File: src/hw/rtl/stepper_ramp_move_controller_macros.svh
// Assertion macros of the stepper ramp move controller RTL.
`ifndef STEPPER_RAMP_MOVE_CONTROLLER_MACROS_SVH
`define STEPPER_RAMP_MOVE_CONTROLLER_MACROS_SVH

`ifndef SYNTHESIS
// Same-cycle implication, disabled while reset is asserted.
`define SRMC_ASSERT_IMPL(label, clk, rst_n, ante, cons) \
    label: assert property (@(posedge clk) disable iff (!rst_n) (ante) |-> (cons)) \
        else $error("srmc assertion failed");
// Next-cycle implication, disabled while reset is asserted.
`define SRMC_ASSERT_NEXT(label, clk, rst_n, ante, cons) \
    label: assert property (@(posedge clk) disable iff (!rst_n) (ante) |=> (cons)) \
        else $error("srmc assertion failed");
`else
`define SRMC_ASSERT_IMPL(label, clk, rst_n, ante, cons)
`define SRMC_ASSERT_NEXT(label, clk, rst_n, ante, cons)
`endif

`endif

File: src/hw/rtl/srmc_pkg.sv
// Types and constants of the stepper ramp move controller.
`timescale 1ns / 1ps
package srmc_pkg;

    localparam int SPEED_BITS    = 28;
    localparam int STEP_BITS     = 32;
    localparam int REPORT_BITS   = 16;
    localparam int COUNT_BITS    = 31;
    localparam int OP_BITS       = 2;
    localparam int CFG_IDX_BITS  = 2;
    localparam int CFG_DATA_BITS = 32;
    localparam int FRAC_SHIFT    = 40;
    localparam int PROD_BITS     = SPEED_BITS + STEP_BITS;
    localparam int STEPS_N_BITS  = PROD_BITS + 1 - FRAC_SHIFT;

    typedef logic [OP_BITS-1:0]      t_op;
    typedef logic [CFG_IDX_BITS-1:0] t_cfg_idx;

    localparam t_op OP_TICK  = 2'd0;
    localparam t_op OP_MOVE  = 2'd1;
    localparam t_op OP_SPEED = 2'd2;

    localparam t_cfg_idx CFG_RAMP_STEP       = 2'd0;
    localparam t_cfg_idx CFG_STEPS_PER_RPM   = 2'd1;
    localparam t_cfg_idx CFG_REPORT_INTERVAL = 2'd2;

    localparam logic [SPEED_BITS-1:0]  RST_RAMP_STEP       = SPEED_BITS'(65536);
    localparam logic [STEP_BITS-1:0]   RST_STEPS_PER_RPM   = STEP_BITS'(1048576);
    localparam logic [REPORT_BITS-1:0] RST_REPORT_INTERVAL = REPORT_BITS'(10);

    // continuous mode ignores changes of 0.01 rpm or less
    localparam logic [SPEED_BITS-1:0] STEADY_BAND = SPEED_BITS'(655);
    // half an LSB of the steps-per-tick result, for round half up
    localparam logic [PROD_BITS:0] ROUND_HALF = (PROD_BITS + 1)'(1) << (FRAC_SHIFT - 1);

    typedef struct packed {
        t_op                   operation;
        logic [COUNT_BITS-1:0] step_count;
        logic [SPEED_BITS-1:0] target_rpm;
        logic                  move_direction;
        logic                  speed_active;
    } t_item;

    typedef struct packed {
        logic                  drive_enable;
        logic                  drive_direction;
        logic [SPEED_BITS-1:0] drive_rpm;
        logic                  move_done;
        logic                  done_flag;
        logic                  report_now;
    } t_result;

    typedef struct packed {
        logic [SPEED_BITS-1:0]  ramp_step;
        logic [STEP_BITS-1:0]   steps_per_rpm_tick;
        logic [REPORT_BITS-1:0] report_interval;
    } t_cfg;

endpackage

File: src/hw/rtl/srmc_req_if.sv
// Request channel of the stepper ramp move controller.
`timescale 1ns / 1ps
interface srmc_req_if import srmc_pkg::*; ();
    logic                  valid;
    logic                  ready;
    t_op                   operation;
    logic [COUNT_BITS-1:0] step_count;
    logic [SPEED_BITS-1:0] target_rpm;
    logic                  move_direction;
    logic                  speed_active;

    modport source (
        output valid, operation, step_count, target_rpm, move_direction, speed_active,
        input  ready
    );
    modport sink (
        input  valid, operation, step_count, target_rpm, move_direction, speed_active,
        output ready
    );
endinterface

File: src/hw/rtl/srmc_res_if.sv
// Result channel of the stepper ramp move controller.
`timescale 1ns / 1ps
interface srmc_res_if import srmc_pkg::*; ();
    logic                  valid;
    logic                  ready;
    logic                  drive_enable;
    logic                  drive_direction;
    logic [SPEED_BITS-1:0] drive_rpm;
    logic                  move_done;
    logic                  done_flag;
    logic                  report_now;

    modport source (
        output valid, drive_enable, drive_direction, drive_rpm, move_done, done_flag,
               report_now,
        input  ready
    );
    modport sink (
        input  valid, drive_enable, drive_direction, drive_rpm, move_done, done_flag,
               report_now,
        output ready
    );
endinterface

File: src/hw/rtl/srmc_cfg.sv
// Configuration registers of the stepper ramp move controller.
`timescale 1ns / 1ps
module srmc_cfg import srmc_pkg::*; (
    input  logic                     i_clk,
    input  logic                     i_rst_n,
    input  logic                     i_cfg_we,
    input  t_cfg_idx                 i_cfg_index,
    input  logic [CFG_DATA_BITS-1:0] i_cfg_data,
    output t_cfg                     o_cfg
);

    t_cfg r_cfg;

    always_ff @(posedge i_clk) begin
        if (!i_rst_n) begin
            r_cfg.ramp_step          <= RST_RAMP_STEP;
            r_cfg.steps_per_rpm_tick <= RST_STEPS_PER_RPM;
            r_cfg.report_interval    <= RST_REPORT_INTERVAL;
        end else if (i_cfg_we) begin
            case (i_cfg_index)
                CFG_RAMP_STEP:       r_cfg.ramp_step          <= i_cfg_data[SPEED_BITS-1:0];
                CFG_STEPS_PER_RPM:   r_cfg.steps_per_rpm_tick <= i_cfg_data[STEP_BITS-1:0];
                CFG_REPORT_INTERVAL: r_cfg.report_interval    <= i_cfg_data[REPORT_BITS-1:0];
                default: ;  // unused index, write dropped
            endcase
        end
    end

    assign o_cfg = r_cfg;

endmodule

File: src/hw/rtl/srmc_in_reg.sv
// Input register stage of the stepper ramp move controller.
`timescale 1ns / 1ps
module srmc_in_reg import srmc_pkg::*; (
    input  logic  i_clk,
    input  logic  i_rst_n,
    input  logic  i_valid,
    output logic  o_ready,
    input  t_item i_item,
    output logic  o_valid,
    output t_item o_item,
    input  logic  i_take
);

    logic  r_valid;
    t_item r_item;

    // refill in the same cycle the held request moves on
    assign o_ready = !r_valid || i_take;

    always_ff @(posedge i_clk) begin
        if (!i_rst_n) begin
            r_valid <= 1'b0;
        end else if (o_ready) begin
            r_valid <= i_valid;
        end
    end

    always_ff @(posedge i_clk) begin
        if (i_valid && o_ready) begin
            r_item <= i_item;
        end
    end

    assign o_valid = r_valid;
    assign o_item  = r_item;

endmodule

File: src/hw/rtl/srmc_engine.sv
// Move state, ramp and step accounting with the result register.
`timescale 1ns / 1ps
`include "stepper_ramp_move_controller_macros.svh"
module srmc_engine import srmc_pkg::*; (
    input  logic    i_clk,
    input  logic    i_rst_n,
    input  t_cfg    i_cfg,
    input  logic    i_valid,
    input  t_item   i_item,
    output logic    o_take,
    output logic    o_res_valid,
    input  logic    i_res_ready,
    output t_result o_res
);

    logic                   r_counted_active, n_counted_active;
    logic                   r_continuous_active, n_continuous_active;
    logic [SPEED_BITS-1:0]  r_goal_speed, n_goal_speed;
    logic [SPEED_BITS-1:0]  r_present_speed, n_present_speed;
    logic [COUNT_BITS-1:0]  r_steps_left, n_steps_left;
    logic                   r_wanted_direction, n_wanted_direction;
    logic                   r_enable, n_enable;
    logic                   r_direction, n_direction;
    logic                   r_finished, n_finished;
    logic [REPORT_BITS-1:0] r_tick_count, n_tick_count;
    logic                   n_done, n_report;

    logic                   r_res_valid;
    t_result                r_res;

    logic                   w_take;
    logic [SPEED_BITS:0]    w_up_sum;
    logic [SPEED_BITS-1:0]  w_down_gap;
    logic [SPEED_BITS-1:0]  w_ramped;
    logic [PROD_BITS-1:0]   w_prod;
    logic [PROD_BITS:0]     w_rounded;
    logic [STEPS_N_BITS-1:0] w_steps_raw;
    logic [COUNT_BITS-1:0]  w_steps;
    logic [SPEED_BITS-1:0]  w_speed_delta;
    logic [REPORT_BITS-1:0] w_tick_inc;

    assign w_take = i_valid && (!r_res_valid || i_res_ready);
    assign o_take = w_take;

    // ramp toward the goal, clamped so it never passes it
    assign w_up_sum   = {1'b0, r_present_speed} + {1'b0, i_cfg.ramp_step};
    assign w_down_gap = r_present_speed - r_goal_speed;

    always_comb begin
        if (r_present_speed < r_goal_speed) begin
            w_ramped = (w_up_sum > {1'b0, r_goal_speed}) ? r_goal_speed
                                                         : w_up_sum[SPEED_BITS-1:0];
        end else if (r_present_speed > r_goal_speed) begin
            w_ramped = (w_down_gap < i_cfg.ramp_step) ? r_goal_speed
                                                      : r_present_speed - i_cfg.ramp_step;
        end else begin
            w_ramped = r_present_speed;
        end
    end

    // microsteps this tick: round half up of speed * factor / 2^40, at least one
    assign w_prod      = {{STEP_BITS{1'b0}}, w_ramped}
                       * {{SPEED_BITS{1'b0}}, i_cfg.steps_per_rpm_tick};
    assign w_rounded   = {1'b0, w_prod} + ROUND_HALF;
    assign w_steps_raw = w_rounded[PROD_BITS:FRAC_SHIFT];
    assign w_steps     = (w_steps_raw == '0) ? COUNT_BITS'(1) : COUNT_BITS'(w_steps_raw);

    assign w_speed_delta = (w_ramped > r_present_speed) ? w_ramped - r_present_speed
                                                        : r_present_speed - w_ramped;
    assign w_tick_inc    = r_tick_count + REPORT_BITS'(1);

    always_comb begin
        n_counted_active    = r_counted_active;
        n_continuous_active = r_continuous_active;
        n_goal_speed        = r_goal_speed;
        n_present_speed     = r_present_speed;
        n_steps_left        = r_steps_left;
        n_wanted_direction  = r_wanted_direction;
        n_enable            = r_enable;
        n_direction         = r_direction;
        n_finished          = r_finished;
        n_tick_count        = r_tick_count;
        n_done              = 1'b0;
        n_report            = 1'b0;

        case (i_item.operation)
            OP_MOVE: begin
                if ((i_item.step_count != '0) && (i_item.target_rpm != '0)) begin
                    n_steps_left        = i_item.step_count;
                    n_counted_active    = 1'b1;
                    n_continuous_active = 1'b0;
                    n_goal_speed        = i_item.target_rpm;
                    n_present_speed     = '0;
                    n_wanted_direction  = i_item.move_direction;
                end
            end
            OP_SPEED: begin
                n_continuous_active = i_item.speed_active;
                if (i_item.speed_active) begin
                    n_goal_speed       = i_item.target_rpm;
                    n_wanted_direction = i_item.move_direction;
                    n_counted_active   = 1'b0;
                end else if (!r_counted_active) begin
                    n_goal_speed = '0;
                end
            end
            OP_TICK: begin
                if (r_counted_active) begin
                    n_enable    = 1'b1;
                    n_direction = r_wanted_direction;
                    if (w_steps >= r_steps_left) begin
                        n_steps_left     = '0;
                        n_present_speed  = '0;
                        n_enable         = 1'b0;
                        n_counted_active = 1'b0;
                        n_finished       = 1'b1;
                        n_done           = 1'b1;
                    end else begin
                        n_present_speed = w_ramped;
                        n_steps_left    = r_steps_left - w_steps;
                    end
                end else if (r_continuous_active) begin
                    if (w_speed_delta > STEADY_BAND) begin
                        n_present_speed = w_ramped;
                        n_enable        = 1'b1;
                        n_direction     = r_wanted_direction;
                    end
                end else if (r_present_speed != '0) begin
                    n_present_speed = '0;
                    n_enable        = 1'b0;
                end

                if (w_tick_inc >= i_cfg.report_interval) begin
                    n_report     = 1'b1;
                    n_tick_count = '0;
                end else begin
                    n_tick_count = w_tick_inc;
                end
            end
            default: ;  // unused operation, no change
        endcase
    end

    always_ff @(posedge i_clk) begin
        if (!i_rst_n) begin
            r_counted_active    <= 1'b0;
            r_continuous_active <= 1'b0;
            r_goal_speed        <= '0;
            r_present_speed     <= '0;
            r_steps_left        <= '0;
            r_wanted_direction  <= 1'b0;
            r_enable            <= 1'b0;
            r_direction         <= 1'b0;
            r_finished          <= 1'b0;
            r_tick_count        <= '0;
        end else if (w_take) begin
            r_counted_active    <= n_counted_active;
            r_continuous_active <= n_continuous_active;
            r_goal_speed        <= n_goal_speed;
            r_present_speed     <= n_present_speed;
            r_steps_left        <= n_steps_left;
            r_wanted_direction  <= n_wanted_direction;
            r_enable            <= n_enable;
            r_direction         <= n_direction;
            r_finished          <= n_finished;
            r_tick_count        <= n_tick_count;
        end
    end

    always_ff @(posedge i_clk) begin
        if (!i_rst_n) begin
            r_res_valid <= 1'b0;
        end else if (w_take) begin
            r_res_valid <= 1'b1;
        end else if (i_res_ready) begin
            r_res_valid <= 1'b0;
        end
    end

    always_ff @(posedge i_clk) begin
        if (w_take) begin
            r_res.drive_enable    <= n_enable;
            r_res.drive_direction <= n_direction;
            r_res.drive_rpm       <= n_present_speed;
            r_res.move_done       <= n_done;
            r_res.done_flag       <= n_finished;
            r_res.report_now      <= n_report;
        end
    end

    assign o_res_valid = r_res_valid;
    assign o_res       = r_res;

    `SRMC_ASSERT_IMPL(a_modes_exclusive, i_clk, i_rst_n, 1'b1, !(r_counted_active && r_continuous_active))
    `SRMC_ASSERT_NEXT(a_done_stops_move, i_clk, i_rst_n, w_take && n_done, !r_counted_active && r_finished && !r_enable && (r_steps_left == '0))
    `SRMC_ASSERT_NEXT(a_report_clears_count, i_clk, i_rst_n, w_take && n_report, r_tick_count == '0)
    `SRMC_ASSERT_IMPL(a_done_result_idle, i_clk, i_rst_n, r_res_valid && r_res.move_done, r_res.done_flag && !r_res.drive_enable && (r_res.drive_rpm == '0))

endmodule

File: src/hw/rtl/stepper_ramp_move_controller.sv
// Top level of the stepper ramp move controller.
`timescale 1ns / 1ps
//  channel   direction  handshake            payload
//  i_req     in         valid/ready          operation, step_count, target_rpm,
//                                            move_direction, speed_active
//  o_res     out        valid/ready          drive_enable, drive_direction, drive_rpm,
//                                            move_done, done_flag, report_now
//  i_cfg_*   in         write enable only    register index, 32-bit data
//
//  A request passes through the input register, then through the ramp,
//  steps-per-tick multiply and count compare into the result register.
//  One request per cycle is sustained while results are taken; the loop from the move
//  state registers through ramp, multiply and compare back into them sets that cycle.
//  Reset is synchronous and active low; it clears the move state, drops both
//  valids and loads the configuration defaults.
//  A stalled result holds in the result register while one more request
//  waits in the input register; ready then drops until the result is taken.
module stepper_ramp_move_controller import srmc_pkg::*; (
    input  logic                     i_clk,
    input  logic                     i_rst_n,
    srmc_req_if.sink                 i_req,
    srmc_res_if.source               o_res,
    input  logic                     i_cfg_we,
    input  t_cfg_idx                 i_cfg_index,
    input  logic [CFG_DATA_BITS-1:0] i_cfg_data
);

    t_cfg    w_cfg;
    t_item   w_req_item;
    t_item   w_held_item;
    logic    w_held_valid;
    logic    w_take;
    t_result w_res;

    // pack the request fields for the pipeline
    assign w_req_item.operation      = i_req.operation;
    assign w_req_item.step_count     = i_req.step_count;
    assign w_req_item.target_rpm     = i_req.target_rpm;
    assign w_req_item.move_direction = i_req.move_direction;
    assign w_req_item.speed_active   = i_req.speed_active;

    srmc_cfg u_cfg (
        .i_clk       (i_clk),
        .i_rst_n     (i_rst_n),
        .i_cfg_we    (i_cfg_we),
        .i_cfg_index (i_cfg_index),
        .i_cfg_data  (i_cfg_data),
        .o_cfg       (w_cfg)
    );

    // input register: takes a new request while empty or while the held one moves on
    srmc_in_reg u_in_reg (
        .i_clk   (i_clk),
        .i_rst_n (i_rst_n),
        .i_valid (i_req.valid),
        .o_ready (i_req.ready),
        .i_item  (w_req_item),
        .o_valid (w_held_valid),
        .o_item  (w_held_item),
        .i_take  (w_take)
    );

    // state update and result register, one request per cycle while the result is taken
    srmc_engine u_engine (
        .i_clk       (i_clk),
        .i_rst_n     (i_rst_n),
        .i_cfg       (w_cfg),
        .i_valid     (w_held_valid),
        .i_item      (w_held_item),
        .o_take      (w_take),
        .o_res_valid (o_res.valid),
        .i_res_ready (o_res.ready),
        .o_res       (w_res)
    );

    assign o_res.drive_enable    = w_res.drive_enable;
    assign o_res.drive_direction = w_res.drive_direction;
    assign o_res.drive_rpm       = w_res.drive_rpm;
    assign o_res.move_done       = w_res.move_done;
    assign o_res.done_flag       = w_res.done_flag;
    assign o_res.report_now      = w_res.report_now;

endmodule
File: src/flat_wrapper.sv
// flat-port wrapper written by rule: the top's interface ports become plain ports
module stepper_ramp_move_controller_flat import srmc_pkg::*;
  (i_clk, i_rst_n, i_cfg_we, i_cfg_index, i_cfg_data, i_req_valid, i_req_operation, i_req_step_count, i_req_target_rpm, i_req_move_direction, i_req_speed_active, i_req_ready, o_res_valid, o_res_drive_enable, o_res_drive_direction, o_res_drive_rpm, o_res_move_done, o_res_done_flag, o_res_report_now, o_res_ready);
  srmc_req_if i_req_i ();
  srmc_res_if o_res_i ();
  input  logic i_clk;
  input  logic i_rst_n;
  input  logic i_cfg_we;
  input  t_cfg_idx i_cfg_index;
  input  logic [CFG_DATA_BITS-1:0] i_cfg_data;
  input wire logic [$bits(i_req_i.valid)-1:0] i_req_valid;
  input wire logic [$bits(i_req_i.operation)-1:0] i_req_operation;
  input wire logic [$bits(i_req_i.step_count)-1:0] i_req_step_count;
  input wire logic [$bits(i_req_i.target_rpm)-1:0] i_req_target_rpm;
  input wire logic [$bits(i_req_i.move_direction)-1:0] i_req_move_direction;
  input wire logic [$bits(i_req_i.speed_active)-1:0] i_req_speed_active;
  output wire logic [$bits(i_req_i.ready)-1:0] i_req_ready;
  output wire logic [$bits(o_res_i.valid)-1:0] o_res_valid;
  output wire logic [$bits(o_res_i.drive_enable)-1:0] o_res_drive_enable;
  output wire logic [$bits(o_res_i.drive_direction)-1:0] o_res_drive_direction;
  output wire logic [$bits(o_res_i.drive_rpm)-1:0] o_res_drive_rpm;
  output wire logic [$bits(o_res_i.move_done)-1:0] o_res_move_done;
  output wire logic [$bits(o_res_i.done_flag)-1:0] o_res_done_flag;
  output wire logic [$bits(o_res_i.report_now)-1:0] o_res_report_now;
  input wire logic [$bits(o_res_i.ready)-1:0] o_res_ready;
  assign i_req_i.valid = i_req_valid;
  assign i_req_i.operation = i_req_operation;
  assign i_req_i.step_count = i_req_step_count;
  assign i_req_i.target_rpm = i_req_target_rpm;
  assign i_req_i.move_direction = i_req_move_direction;
  assign i_req_i.speed_active = i_req_speed_active;
  assign i_req_ready = i_req_i.ready;
  assign o_res_valid = o_res_i.valid;
  assign o_res_drive_enable = o_res_i.drive_enable;
  assign o_res_drive_direction = o_res_i.drive_direction;
  assign o_res_drive_rpm = o_res_i.drive_rpm;
  assign o_res_move_done = o_res_i.move_done;
  assign o_res_done_flag = o_res_i.done_flag;
  assign o_res_report_now = o_res_i.report_now;
  assign o_res_i.ready = o_res_ready;
  stepper_ramp_move_controller u_core (.i_clk(i_clk), .i_rst_n(i_rst_n), .i_req(i_req_i), .o_res(o_res_i), .i_cfg_we(i_cfg_we), .i_cfg_index(i_cfg_index), .i_cfg_data(i_cfg_data));
endmodule
File: config.mk
export PLATFORM = sky130hd
export DESIGN_NAME = stepper_ramp_move_controller_flat
export DESIGN_NICKNAME = d
export VERILOG_FILES = /design/src/hw/rtl/srmc_pkg.sv /design/src/hw/rtl/srmc_req_if.sv /design/src/hw/rtl/srmc_res_if.sv /design/src/hw/rtl/srmc_cfg.sv /design/src/hw/rtl/srmc_in_reg.sv /design/src/hw/rtl/srmc_engine.sv /design/src/hw/rtl/stepper_ramp_move_controller.sv /design/src/flat_wrapper.sv
export VERILOG_INCLUDE_DIRS = /design/src /design/src/hw/rtl
export SDC_FILE = /design/constraint.sdc
export NUM_CORES = 2
export LEC_CHECK = 0
export ABC_AREA = 1
export BUFFER_PORTS_ARGS = -buffer_cell sky130_fd_sc_hd__buf_4
export CAP_MARGIN = 20
export CORE_MARGIN = 5
export CORE_UTILIZATION = 44
export DETAILED_ROUTE_END_ITERATION = 6
export MAX_ROUTING_LAYER = met4
export SETUP_SLACK_MARGIN = 0.05
export SYNTH_ARGS = -nofsm -noshare
export SYNTH_HDL_FRONTEND = slang
export SYNTH_SLANG_ARGS = --single-unit
File: constraint.sdc
create_clock -name i_clk -period 21.8 [get_ports i_clk]
set_clock_uncertainty 0.2 [all_clocks]
set_input_delay 3.27 -clock i_clk [delete_from_list [all_inputs] [get_ports i_clk]]
set_output_delay 3.27 -clock i_clk [all_outputs]
set_load 0.02 [all_outputs]
* Word-level counts from Yosys, hierarchy flattened
Index checks and enable logic that the tools add are counted.
Word-level totals: register bits after elaboration 283, latch bits 0, memory bits (writable) 0, ROM bits 0, input bits 102, output and inout port bits 35, logic and storage cells 126, memories kept 0
Cells by class: add/sub/neg operators 8, $mul 1, div/mod/pow operators 0, magnitude comparators 8, equal/unequal tests 8, shift-type cells 0, multiplexer cells 48, bitwise operators 0, reduce and logical (&&, ||, !) cells 27
Operators by type and width (number):
- two-way mux 28 bit | 14
- one-hot mux 28 bit (2 select lines) | 2
- subtractor 28 bit | 4
- two-way mux 31 bit | 3
- one-hot mux 31 bit (2 select lines) | 1
- adder 60 x 40 -> 61 bit (second input constant) | 1
- multiplier 28 x 32 -> 60 bit | 1
- greater-than comparator 28 bit | 2
- < comparator 28 bit | 2
- nonzero test 28 bit | 2
- >= comparator 21 x 31 -> 1 bit | 1
- nonzero test 31 bit | 1
- subtractor 31 x 21 -> 31 bit | 1
- adder 28 x 28 -> 29 bit | 1
- greater-than comparator 29 x 28 -> 1 bit | 1
- greater-than comparator 28 x 10 -> 1 bit (second input constant) | 1
- two-way mux 1 bit | 23
- logical NOT 21 bit | 1
- two-way mux 21 bit | 1
- adder 16 x 1 -> 16 bit (second input constant) | 1
- >= comparator 16 bit | 1
- two-way mux 16 bit | 1
- AND reduction 4 bit | 4
- AND reduction 2 bit | 5
- 14 further kinds | 25

* Longest topological paths before layout
depth in word-level cells 13, depth in mapped cells 87, mapped depth without buffers 83

* Hierarchy
Synthesis repeated with hierarchy kept, for this count alone.
Second synthesis, totals: cells, all modules 6828, area, all modules 51738.4 um^2
By module, submodules not included:
- srmc_engine | instances 1, cells an instance 6274, area an instance 46528.4 um^2, sequential area each 3193.1 um^2
- srmc_cfg | instances 1, cells an instance 484, area an instance 3266.9 um^2, sequential area each 1521.5 um^2
- srmc_in_reg | instances 1, cells an instance 70, area an instance 1943.1 um^2, sequential area each 1911.8 um^2

* Least setup slack after synthesis
OpenSTA, ideal clock, no wires.
kind register to register, start register u_core.u_engine.r_present_speed[2], end register u_core.u_engine.r_steps_left[30], library setup time 135 ps, data arrival time 13186 ps, required time 21465 ps, path slack 8280 ps, cell stages (with the launch flop) 79, buffers on the path 4, clock period less this slack 13520 ps, path through dfxtp_1 > ha_1 > a21oi_1 > o21ai_1 > a21oi_1 > o21bai_1 > a31oi_1 > o21ai_1 > a21oi_1 > o21ai_1 > a21oi_1 > o21ai_1 > a21boi_0 > o21ai_1 > a21oi_1 > o21ai_1 > xor2_1 > ha_1 > [43 not listed] > nand2_1 > nand2_1 > ha_1 > fa_1 > o21ai_0 > nand3_1 > nand2_1 > nand3_1 > nand2_1 > a21oi_1 > o21ai_0 > nand2_1 > nor2_1 > inv_1 > nand4_1 > xor2_1 > a221oi_1 > a211oi_1
Between the ends: longest elaborated chain between the ends 13, elaborated cells on any way between the ends 20, classes of those cells add/sub: 5; mul: 1; order compare: 5; mux: 8; reduce/logical: 1
RTL lines:
- start, declared | RTL line srmc_engine.sv:19 | logic [SPEED_BITS-1:0] r_present_speed, n_present_speed;
- start signal, assigned | RTL line srmc_engine.sv:160 | r_present_speed <= n_present_speed;
- subtractor 28 bit | RTL line srmc_engine.sv:47 | assign w_down_gap = r_present_speed - r_goal_speed;
- < comparator 28 bit | RTL line srmc_engine.sv:54 | w_ramped = (w_down_gap < i_cfg.ramp_step) ? r_goal_speed
- two-way mux 28 bit | RTL line srmc_engine.sv:54
- two-way mux 28 bit | RTL line srmc_engine.sv:53 | end else if (r_present_speed > r_goal_speed) begin
- two-way mux 28 bit (*) | RTL line srmc_engine.sv:50 | if (r_present_speed < r_goal_speed) begin
- multiplier 28 x 32 -> 60 bit (*) | RTL line srmc_engine.sv:63 | * {{SPEED_BITS{1'b0}}, i_cfg.steps_per_rpm_tick};
- adder 60 x 40 -> 61 bit (*) | RTL line srmc_engine.sv:64 | assign w_rounded = {1'b0, w_prod} + ROUND_HALF;
- logical NOT 21 bit | RTL line srmc_engine.sv:66 | assign w_steps = (w_steps_raw == '0) ? COUNT_BITS'(1) : COUNT_BITS'(w_steps_raw);
- two-way mux 21 bit (*) | RTL line srmc_engine.sv:66
- subtractor 31 x 21 -> 31 bit / >= comparator 21 x 31 -> 1 bit (equally long branches) | RTL line srmc_engine.sv:120, srmc_engine.sv:111
- two-way mux 31 bit (*) | RTL line srmc_engine.sv:111 | if (w_steps >= r_steps_left) begin
- two-way mux 31 bit (*) | RTL line srmc_engine.sv:108 | if (r_counted_active) begin
- one-hot mux 31 bit (2 select lines) (*) | RTL line srmc_engine.sv:86 | case (i_item.operation)
- end signal, assigned | RTL line srmc_engine.sv:161 | r_steps_left <= n_steps_left;
- end, declared | RTL line srmc_engine.sv:20 | logic [COUNT_BITS-1:0] r_steps_left, n_steps_left;
Mark *: on every way between the ends. The rest lies on a longest branch, timed or not. The select of a mux whose other input is x is not followed. A chain may end at the register's enable or synchronous reset.

* Final worst setup path
start register u_core.u_engine.r_present_speed[2], end register u_core.u_engine.r_present_speed[15]
Between the ends: longest elaborated chain between the ends 13, elaborated cells on any way between the ends 28, classes of those cells add/sub: 6; mul: 1; order compare: 7; mux: 12; reduce/logical: 2
RTL lines (RTL line):
- subtractor 28 bit | srmc_engine.sv:47
- < comparator 28 bit | srmc_engine.sv:54
- two-way mux 28 bit | srmc_engine.sv:54
- two-way mux 28 bit | srmc_engine.sv:53
- two-way mux 28 bit | srmc_engine.sv:50
- multiplier 28 x 32 -> 60 bit | srmc_engine.sv:63
- adder 60 x 40 -> 61 bit | srmc_engine.sv:64
- logical NOT 21 bit | srmc_engine.sv:66
- two-way mux 21 bit | srmc_engine.sv:66
- >= comparator 21 x 31 -> 1 bit | srmc_engine.sv:111
- two-way mux 28 bit | srmc_engine.sv:111
- two-way mux 28 bit (*) | srmc_engine.sv:108
- one-hot mux 28 bit (2 select lines) (*) | srmc_engine.sv:86
Mark *: on every way between the ends. The rest lies on a longest branch, timed or not.

==> flow_summary.ini <==
[detailed_routing]
drc = 0
drtIter0Drc = 4978
antenna_left = 0
wl_mm = 194
wl_per_cell_um = 24.1
first_pass_iters = 6
routed-via-count = 45500
viasPerCell = 5.66

[global_route]
grt_max_degree = 68
track_usage = 0.326
grt_antenna_before_repair = 5
grt_pass1_wl_mm = 290
grt_overflow = 0
grt_pass1_vias = 45800

[critical_path]
crit_required_ns = 22.15
cpPeakStageDelay_ns = 0.87
rrSetupSlack_ns = 3.42
arrival_ns = 18.72
crit_fanout = 31
crit_top_cell = nand2_1
criticalPathCategory = reg2reg
r2r-start = u_core.u_engine.r_present_speed[2]
critical_path.startpoint = u_core.u_engine.r_present_speed[2]
critical_path.top_delay_family = compound AO/OA/AOI/OAI gates
r2r_cells = 81
setup.worst_path.start_class = flip-flop
crit_buf_inv = 11
endpoint_kind = flip-flop
cp_slowest_cell = inv_1
timing.rr.end = u_core.u_engine.r_present_speed[15]

[floorplanning]
fp.dieH_um = 348
num_rows = 124
die-area_um2 = 121000
core_um2 = 114000
fp.dieW_um = 348
io_pins = 137
start_util = 0.441

[clocking]
cts_sinks = 283
post_cts_buffers = 0
htreeDepth = 2
clk_path_buf_depth = 3
clkLatencyLatePin_ns = 0.61
clk_pin_slew_ns = 0.06
cts_tree = done
cts_buffers = 34
cts_hold_buf = 0
post_cts_resized = 0
root_buffer = clkbuf_16

[timing]
timing.final.ws_setup_ns = 3.42
final-hold-violation-count = 0
finalCritPeriodShare = 0.843
slew_viol_final = 0
slew_headroom = 0.221
timing.fmax_mhz = 54.4
rsz0062_at_grt = no
fin_setup_tns_ns = 0
min_period_ns = 18.38
holdWs_ns = 0.259
setup-violations-final = 0
tightest_slew_ns = 1.16

[placed_design]
io_buffers = 136
hpwl_mm = 154
placed_cells = 7972
dp_slack_ns = 4.03
gp_congestion = 1.01

[final_layout]
layout.cells.non_filler = 8039
drive_gt1_frac = 0.0532
nets = 7888
fill_cells = 11600
syn_to_final_growth_pct = 7.41

[synthesis]
syn-cell-area_um2 = 50300
synth_ff_type = dfxtp_1
yosysWarnings = 0
avgSynthCellArea_um2 = 7.75
synthArstFlopShare = 0
syn_inst = 6492
synth-edff-count = 96
synth-seq-cells = 283
synth.distinct_cells = 67
synth_nets = 7882
yosysSeqAreaShare = 0.132

[status]
status = finished, final reports clean

[min_path]
min-delay-start = u_core.u_engine.r_wanted_direction
min_to = u_core.u_engine.r_wanted_direction
hp-class = reg2reg
holdPathStages = 2

[run]
drv_cap = 0
[worst max path at each step]
stage | to | slack, ns | cells past startpoint
3_5_place_dp | u_core.u_engine.r_present_speed[15] | 4.03 | 82
6_report | u_core.u_engine.r_present_speed[15] | 3.42 | 81
4_1_cts | u_core.u_engine.r_present_speed[15] | 3.96 | 82
5_1_grt | u_core.u_engine.r_present_speed[27] | 2.60 | 82
3_3_place_gp | u_core.u_engine.r_present_speed[18] | 4.06 | 82
2_1_floorplan | u_core.u_engine.r_steps_left[30] | 8.28 | 78
[layout by cell type, fill, tap and decap left out, types with 20 or more instances in the layout]
cell type	instances
a21oi_1	506
nor4_1	33
o21ai_0	293
fa_1	784
buf_4	212
o21a_1	26
dfxtp_1	187
clkinv_1	24
nor2_1	842
nand3_1	123
nor3_1	44
a211oi_1	20
edfxtp_1	96
nand2_1	1068
o211ai_1	30
o21ai_1	36
xor2_1	88
inv_1	1257
xnor2_1	32
ha_1	504
a31oi_1	31
nand4_1	31
clkbuf_16	35
[layout make-up]
class                   instances  area (um^2)  area share
multi-input cells            4672        37900       0.701
clock buffers                  42          922      0.0171
flip-flops and latches        283         6630       0.123
diodes                          3         7.51    0.000139
inverters                    1292         4850      0.0898
repair buffers                215         1670      0.0308
clock inverters                20          208     0.00384
well taps                    1512         1890      0.0350
[metrics by stage]
step / utilization / area (um^2)
after floorplan: - / 50300
final: 0.474 / 54000
after global placement: 0.463 / 52800
after detailed placement: 0.464 / 52900
after CTS: 0.473 / 54000
after global routing: 0.474 / 54000
[sequential cells by signal (all words and copies together) (netlist names)]
| signal | cells |
|---|---|
| u_core.u_engine.o_res_valid | 1 |
| u_core.u_engine.r_continuous_active | 1 |
| u_core.u_in_reg.o_valid | 1 |
| u_core.u_engine.r_finished | 1 |
| u_core.u_engine.r_present_speed | 28 |
| u_core.u_in_reg.o_item | 63 |
| u_core.u_engine.o_res | 33 |
| u_core.u_engine.r_tick_count | 16 |
| u_core.u_engine.r_direction | 1 |
| u_core.u_engine.r_wanted_direction | 1 |
| u_core.u_engine.r_enable | 1 |
| u_core.u_engine.r_counted_active | 1 |
| u_core.u_cfg.o_cfg | 76 |
| u_core.u_engine.r_goal_speed | 28 |
| u_core.u_engine.r_steps_left | 31 |
[worst register-to-register path, delay by kind of cell, from the launching register on]
kind	cells	cell delay (ns)
compound gates	30	6.55
fa+ha+maj	12	5.14
simple gates	27	2.98
buf+inv	11	2.66
flops	1	0.62
xor+xnor	1	0.15
[Yosys cell counts (20+ instances only)]
master | number | area, um^2
ha_1 | 504 | 6310
a211oi_1 | 20 | 150
buf_2 | 38 | 190
xor2_1 | 88 | 771
nor2_1 | 842 | 3160
a21oi_1 | 506 | 2530
nand4_1 | 31 | 194
nor4_1 | 35 | 219
clkinv_1 | 22 | 82.6
nand2_1 | 1074 | 4030
inv_1 | 1258 | 4720
o211ai_1 | 30 | 225
o21a_1 | 26 | 195
o21ai_0 | 294 | 1470
o21ai_1 | 36 | 180
nor3_1 | 45 | 225
clkbuf_1 | 181 | 679
nand3_1 | 123 | 616
edfxtp_1 | 96 | 2880
a31oi_1 | 32 | 200
fa_1 | 784 | 15700
xnor2_1 | 32 | 280
dfxtp_1 | 187 | 3740
[per-layer routing]
| metal | global-route usage | wire length [um] | up-vias |
|---|---|---|---|
| met5 | - | 0 | - |
| met4 | 0.123 | 9110 | 0 |
| met3 | 0.0737 | 21400 | 432 |
| met2 | 0.482 | 83000 | 2387 |
| met1 | 0.440 | 80600 | 22500 |
| li1 | - | - | 20200 |
[logic make-up after synthesis]
| family | after synthesis | share of synthesized area |
|---|---|---|
| simple gates | 2211 | 0.177 |
| buf+inv | 1537 | 0.117 |
| fa+ha+maj | 1288 | 0.437 |
| compound gates | 1048 | 0.115 |
| flops | 283 | 0.132 |
| xor+xnor | 121 | 0.0212 |
| mux | 4 | 0.000796 |
Power is not shown: default switching activity piles up to over one toggle a cycle in this logic, so the estimate is an artifact.
